`config.mk`:
```
export PLATFORM = sky130hd
export DESIGN_NAME = tap_tempo_gate_clock_top
export DESIGN_NICKNAME = d
export VERILOG_FILES = /design/src/ttgc_pkg.sv /design/src/ttgc_core.sv /design/src/tap_tempo_gate_clock_top.sv
export SDC_FILE = /design/constraint.sdc
export NUM_CORES = 1
export LEC_CHECK = 0
export BUFFER_PORTS_ARGS = -buffer_cell sky130_fd_sc_hd__buf_2
export CORE_UTILIZATION = 47
export DETAILED_ROUTE_END_ITERATION = 16
export PLACE_DENSITY_LB_ADDON = 0.15
export SYNTH_ARGS = -nofsm -noshare
export SYNTH_HDL_FRONTEND = slang
export SYNTH_SLANG_ARGS = --single-unit
```
`constraint.sdc`:
```
create_clock -name clk -period 8.4 [get_ports clk]
set_input_delay 1.68 -clock clk [delete_from_list [all_inputs] [get_ports clk]]
set_output_delay 1.68 -clock clk [all_outputs]
set_load 0.03 [all_outputs]
```
`src/ttgc_pkg.sv`:
```
// types and constants shared by the tap tempo gate clock modules
package ttgc_pkg;

	localparam int TIME_W = 32;
	localparam int DEB_W  = 16;
	localparam int DIV_W  = 2;
	localparam int CFG_INDEX_W = 1;
	localparam int CFG_DATA_W  = 16;

	// beat division codes
	localparam logic [DIV_W-1:0] DIV_QUARTER = 2'd0;
	localparam logic [DIV_W-1:0] DIV_EIGHTH  = 2'd1;
	localparam logic [DIV_W-1:0] DIV_HALF    = 2'd2;

	// configuration register indexes
	localparam logic [CFG_INDEX_W-1:0] CFG_BEAT_DIVISION = 1'd0;
	localparam logic [CFG_INDEX_W-1:0] CFG_DEBOUNCE_MS   = 1'd1;

	localparam logic [DEB_W-1:0] DEBOUNCE_RESET = 16'd50;

	typedef struct packed {
		logic [TIME_W-1:0] now_ms;
		logic              trigger_level;
	} ttgc_in_t;

	typedef struct packed {
		logic              gate;
		logic [TIME_W-1:0] tempo_ms;
	} ttgc_out_t;

	typedef struct packed {
		logic [DIV_W-1:0] beat_division;
		logic [DEB_W-1:0] debounce_ms;
	} ttgc_cfg_t;

endpackage

```
`src/ttgc_core.sv`:
```
// gate timer, trigger debounce and tempo state for one poll per cycle while advance is high
module ttgc_core import ttgc_pkg::*; #(
	parameter int INITIAL_TEMPO_MS = 500
) (
	input  logic      clk,
	input  logic      arst_n,
	input  logic      advance,
	input  ttgc_cfg_t cfg,
	input  ttgc_in_t  word,
	output ttgc_out_t result
);

	logic              prev_level_q;
	logic              stable_level_q;
	logic [TIME_W-1:0] deb_start_q;
	logic [TIME_W-1:0] last_tap_q;
	logic [TIME_W-1:0] tempo_q;
	logic [TIME_W-1:0] last_gate_q;

	logic [TIME_W:0]   period;
	logic [TIME_W-1:0] gate_elapsed;
	logic              gate_due;
	logic [TIME_W-1:0] deb_start_d;
	logic [TIME_W-1:0] deb_elapsed;
	logic              level_taken;
	logic              tap;
	logic              gate_d;
	logic [TIME_W-1:0] tempo_d;

	// 33-bit period so that half mode never wraps
	always_comb begin
		case (cfg.beat_division)
			DIV_EIGHTH: period = {2'b00, tempo_q[TIME_W-1:1]};
			DIV_HALF:   period = {tempo_q, 1'b0};
			default:    period = {1'b0, tempo_q};
		endcase
	end

	always_comb begin
		gate_elapsed = word.now_ms - last_gate_q;
		gate_due     = {1'b0, gate_elapsed} >= period;
		deb_start_d  = (word.trigger_level != prev_level_q) ? word.now_ms : deb_start_q;
		deb_elapsed  = word.now_ms - deb_start_d;
		level_taken  = (deb_elapsed >= {{(TIME_W-DEB_W){1'b0}}, cfg.debounce_ms})
			&& (word.trigger_level != stable_level_q);
		tap          = level_taken && word.trigger_level;
		gate_d       = gate_due || tap;
		tempo_d      = tap ? (word.now_ms - last_tap_q) : tempo_q;
		result.gate     = gate_d;
		result.tempo_ms = tempo_d;
	end

	always_ff @(posedge clk or negedge arst_n) begin
		if (!arst_n) begin
			prev_level_q   <= 1'b0;
			stable_level_q <= 1'b0;
			deb_start_q    <= '0;
			last_tap_q     <= '0;
			tempo_q        <= TIME_W'(INITIAL_TEMPO_MS);
			last_gate_q    <= '0;
		end else if (advance) begin
			prev_level_q <= word.trigger_level;
			deb_start_q  <= deb_start_d;
			tempo_q      <= tempo_d;
			if (level_taken) begin
				stable_level_q <= word.trigger_level;
			end
			if (tap) begin
				last_tap_q <= word.now_ms;
			end
			if (gate_d) begin
				last_gate_q <= word.now_ms;
			end
		end
	end

endmodule

```
`src/tap_tempo_gate_clock_top.sv`:
```
// top level of the tap tempo gate clock: handshake, config registers, result register
// an accepted word waits in the input register, then its result is loaded into the output register
// throughput: one word per cycle; one word may wait in the input register behind a stalled result
// the gate timer, debounce and tempo state update in the same cycle the word leaves the input stage
// reset (arst_n low, asynchronous): pipeline empty, tempo = INITIAL_TEMPO_MS, other state zero,
// beat_division quarter, debounce_ms 50
module tap_tempo_gate_clock_top import ttgc_pkg::*; #(
	parameter int INITIAL_TEMPO_MS = 500
) (
	input  logic                   clk,
	input  logic                   arst_n,
	input  logic                   in_valid,
	output logic                   in_stall,
	input  ttgc_in_t               in_word,
	output logic                   out_valid,
	input  logic                   out_stall,
	output ttgc_out_t              out_word,
	input  logic                   cfg_we,
	input  logic [CFG_INDEX_W-1:0] cfg_index,
	input  logic [CFG_DATA_W-1:0]  cfg_data
);

	// config registers
	ttgc_cfg_t cfg_q;

	// input stage
	logic      valid_s1;
	ttgc_in_t  word_s1;

	// result stage
	logic      valid_s2;
	ttgc_out_t word_s2;

	ttgc_out_t result;
	logic      advance;

	// the input stage moves on whenever the result register is free or being drained
	assign advance  = valid_s1 && (!valid_s2 || !out_stall);
	assign in_stall = valid_s1 && !advance;

	assign out_valid = valid_s2;
	assign out_word  = word_s2;

	// config write decode
	always_ff @(posedge clk or negedge arst_n) begin
		if (!arst_n) begin
			cfg_q.beat_division <= DIV_QUARTER;
			cfg_q.debounce_ms   <= DEBOUNCE_RESET;
		end else if (cfg_we) begin
			unique case (cfg_index)
				CFG_BEAT_DIVISION: cfg_q.beat_division <= cfg_data[DIV_W-1:0];
				CFG_DEBOUNCE_MS:   cfg_q.debounce_ms   <= cfg_data[DEB_W-1:0];
			endcase
		end
	end

	// input register: loads whenever it is empty or handing its word on
	always_ff @(posedge clk or negedge arst_n) begin
		if (!arst_n) begin
			valid_s1 <= 1'b0;
		end else if (!in_stall) begin
			valid_s1 <= in_valid;
		end
	end

	always_ff @(posedge clk) begin
		if (!in_stall && in_valid) begin
			word_s1 <= in_word;
		end
	end

	// per-poll logic and its state
	ttgc_core #(
		.INITIAL_TEMPO_MS(INITIAL_TEMPO_MS)
	) u_core (
		.clk     (clk),
		.arst_n  (arst_n),
		.advance (advance),
		.cfg     (cfg_q),
		.word    (word_s1),
		.result  (result)
	);

	// result register
	always_ff @(posedge clk or negedge arst_n) begin
		if (!arst_n) begin
			valid_s2 <= 1'b0;
		end else if (advance) begin
			valid_s2 <= 1'b1;
		end else if (!out_stall) begin
			valid_s2 <= 1'b0;
		end
	end

	always_ff @(posedge clk) begin
		if (advance) begin
			word_s2 <= result;
		end
	end

endmodule

```
==> impl_results.md <==
- Post-Synth Simple-Gate Area: 11.8%
- CP delay by family, top: compound AO/OA/AOI/OAI gates
- Tcrit/Tclk final: 76.4%
- Initial DRC Count: 719
- Rows: 65
- Pin count of the biggest net entering global routing: 85
- ANT cells: 0
- Die Y-Extent: 182 um
- First-pass GRT wire length: about 60000 um
- Sequential power share: 27.6%
- Syn Std Cell Area: around 15000 um2
- Initial DRT Pass Iterations: 7
- Final #Nets: 1830
- Via count: approximately 12000
- Maxcap violations: 0
- Synth Area in Adders: 12.0%
- IO Count: 90
- Largest family of logic cells by synthesized area: compound AO/OA/AOI/OAI gates
- Clock share of power: 17.1%
- Post-synth cell types: 78
- Critical-path maximum fanout: 22
- Post-synthesis sequential area ratio: 37.8%
- Max Root-Sink Buffers: 3
- XOR/XNOR Fraction of Synth Area: 4.42%
- Core footprint: 31700 um2
- CP bufs+invs: 1
- Clock latency on the worst-skew pair: between 0.5 and 0.6 ns
- Synth area leaders: dfrtp_1, edfxtp_1, ha_1
- Mean Syn Cell Area: around 10 um2
- Synth Area in Compound Gates: 17.2%
- Fraction of layout cells with a size suffix above 1: 15.5%
- Max stage delay on crit path: 0.73 ns
- Post-route ant nets: 0
- Cts-stage hold buffer count: 0
- Post-synth EDFFs: 66
- Relative slew slack: a little under a quarter
- CP arrival: slightly below 7 ns
- Max Clk Rate: ~160 MHz
- Num Clock Sinks: 216
- Comb power frac: 55.4%
- Synth Register Bits: 216
- H-Tree Depth: 1
- Sw power: between 2 and 3 mW
- Most used cell, CP: o21ai_0
- Overflow after GRT: 0
- Sw Share: a little over two fifths
- Top_reg_cell synth: dfrtp_1
- Net count of the mapped netlist: around 1800
- Crit Path Class: reg2reg
- Post-synth top area share: 23.2%
- Clk_skew: 0.0276 ns
- Syn. warnings: 0
- Port Buffer Count: 89
- Die width: 182 um
- Fin. max-slew vios: 0
- Final worst path period need: roughly 6.4 ns
- Post-synth ARST share: 69.4%
- Clk root buf: clkbuf_16
- Setup Fix Bufs, Post-CTS: 0
- Avg WL per Cell: approximately 18 um
- Post-synth top area cell: dfrtp_1
- Post-CTS Resized: 0
- Via-to-Cell Ratio: 5.63
- Internal Power: 3.65 mW
- CTS tree: yes
- Cts bufs inserted: 25
- Hold crit path type: reg2reg
- # DRC: 0
- Placer congestion estimate: 0.883
- Initial Util: around 48%
- Final WL: 36300 um
- Final setup violation count: 0
- Initial antenna violation count: 0
- Slowest CP cell: a31oi_4
- Clock slew at reported path FFs: 0.06 ns
- Post-synthesis mux area share: 12.1%
- Startpoint types: flop
- Kind of end point of the critical path: flop
- Mapped Cells: 1564
- Post-detail-place hpwl: roughly 27000 um
- Worst IR drop on VDD: ~0.16 mV
- Crit-path cells: ha_1 -> nor2b_1 -> o21ai_0 -> a21boi_0 -> o21ai_0 -> nand4b_1 -> o311ai_0 -> nand3_1 -> a21oi_1 -> o21ai_0 -> xnor2_1 -> ha_1 -> a21o_1 -> a21o_1 -> a21oi_1 -> o21ai_0 -> a211oi_1 -> a21oi_1 -> o31ai_1 -> a211oi_1 -> a31oi_4 -> buf_4 -> mux2_2
- Post-route setup TNS: 0 ns
- Worst slew pin tran: 1.16 ns
- Power per Cell Area: 375 nW/um2
- Die Footprint: roughly 33000 um2
- Final Hold Viols: 0
- Total GRT Usage: 22.2%
- Synth-to-Final Area Change: 10.5%
- Leakage: 7.59 nW
- Worst EP required: about 9 ns
- Status: complete, no violations
- Fin Hold WS: 0.480 ns
- RSZ-0062 raised after global routing: false
- Vias in the first global route: 11300
-- worst paths after layout --
kind	from	end	slack, ns	depth (start not counted)
worst max-delay path	word_s1[3]	u_core.last_gate_q[28]	1.98	23
worst min-delay path	u_core.deb_start_q[17]	u_core.deb_start_q[17]	0.48	2
worst max register to register	word_s1[3]	u_core.last_gate_q[28]	1.98	23
worst min register to register	u_core.deb_start_q[17]	u_core.deb_start_q[17]	0.48	2
max in group asynchronous	arst_n	u_core.last_tap_q[23]	5.78	2
min in group asynchronous	arst_n	cfg_q[3]	1.21	1
-- cell usage in the layout (no fill, tap or decap), types with 43 or more instances in the layout --
cell type	count
nand2_1	116
edfxtp_1	66
a21o_1	43
a21oi_1	134
inv_1	114
ha_1	132
mux2i_1	45
o21ai_0	90
nor2_1	112
dfrtp_1	141
xnor2_1	54
mux2_2	90
buf_2	88
-- logic make-up after synthesis --
kind of cell             count (synthesis)
AO/OA/AOI/OAI                          410
XOR/XNOR                                75
adder cells (fa/ha/maj)                147
buffers and inverters                  165
flip-flops                             216
multiplexers                           169
AND/OR/NAND/NOR                        382
-- final cells by class --
type	count	area (um2)
Sequential cell	216	5750
Clock inverter	13	104
Multi-Input combinational cell	1183	8780
Tap cell	402	503
Timing Repair Buffer	99	527
Inverter	115	432
Clock buffer	33	707
Fill cell	2963	14900
-- power by group through the flow --
stage / clock network [mW] / registers, mW / logic, mW
CTS: 1.11 / 1.73 / 3.50
finish: 1.08 / 1.74 / 3.49
global placement: 0 / 1.74 / 3.41
floorplan: 0 / 1.78 / 2.65
global route: 1.15 / 1.78 / 3.93
detailed placement: 0 / 1.75 / 3.46
-- per-stage QoR --
step / std cells / instance area (um2) / setup WS [ns] / util, % / total power [mW]
2_1_floorplan: 1564 / 15200 / 3.41 / - / 4.43
3_3_place_gp: 2015 / 16000 / 2.09 / 50.4 / 5.14
3_5_place_dp: 2015 / 16000 / 2.01 / 50.4 / 5.22
4_1_cts: 2061 / 16800 / 1.96 / 53.0 / 6.34
5_1_grt: 2061 / 16800 / 1.52 / 53.0 / 6.86
6_report: 2061 / 16800 / 1.98 / 53.0 / 6.30
-- worst register-to-register path, stage by stage, from the launching register on --
cell and delay, ns:
edfxtp_1 0.54, ha_1 0.40, nor2b_1 0.14, o21ai_0 0.20, a21boi_0 0.21, o21ai_0 0.28, nand4b_1 0.20, o311ai_0 0.53
nand3_1 0.14, a21oi_1 0.24, o21ai_0 0.14, xnor2_1 0.21, ha_1 0.28, a21o_1 0.16, a21o_1 0.16, a21oi_1 0.12
o21ai_0 0.11, a211oi_1 0.22, a21oi_1 0.10, o31ai_1 0.31, a211oi_1 0.18, a31oi_4 0.73, buf_4 0.33, mux2_2 0.35
-- Yosys cell counts, types with 9 or more instances --
cell / n
and2_1: 11
nor2_1: 112
inv_1: 114
clkbuf_1: 28
and3_1: 9
o21a_1: 20
a21oi_1: 134
ha_1: 133
maj3_1: 12
a21o_1: 43
o21bai_1: 11
mux2i_1: 45
mux2_1: 34
nand2b_1: 16
mux2_2: 90
nand4_1: 18
dfrtp_1: 141
nor3_1: 16
edfxtp_1: 66
xor2_1: 19
nor2b_1: 28
xnor2_1: 54
a31oi_1: 10
nand2_1: 116
a22oi_1: 30
o21ai_0: 90
nand3_1: 23
dfstp_2: 9
-- routing by layer --
layer  share of wire [%]  vias up  routed length (um)  global-route usage [%]
li1                    -     5820                   -                       -
met1                  51     5555               18500                    33.0
met2                  44      197               16000                    35.0
met3                 3.7       30                1360                    2.35
met4                 1.2        0                 418                    4.10
met5                   0        -                   0                       0
-- state kept, by name (all words and copies together), names as in the netlist --
signal and flops:
out_word 33, word_s1 33, u_core.deb_start_q 32, u_core.last_gate_q 32, u_core.last_tap_q 32, u_core.tempo_q 32, cfg_q 18, out_valid 1
u_core.prev_level_q 1, u_core.stable_level_q 1, valid_s1 1
Power figures use the tool's default switching activity.
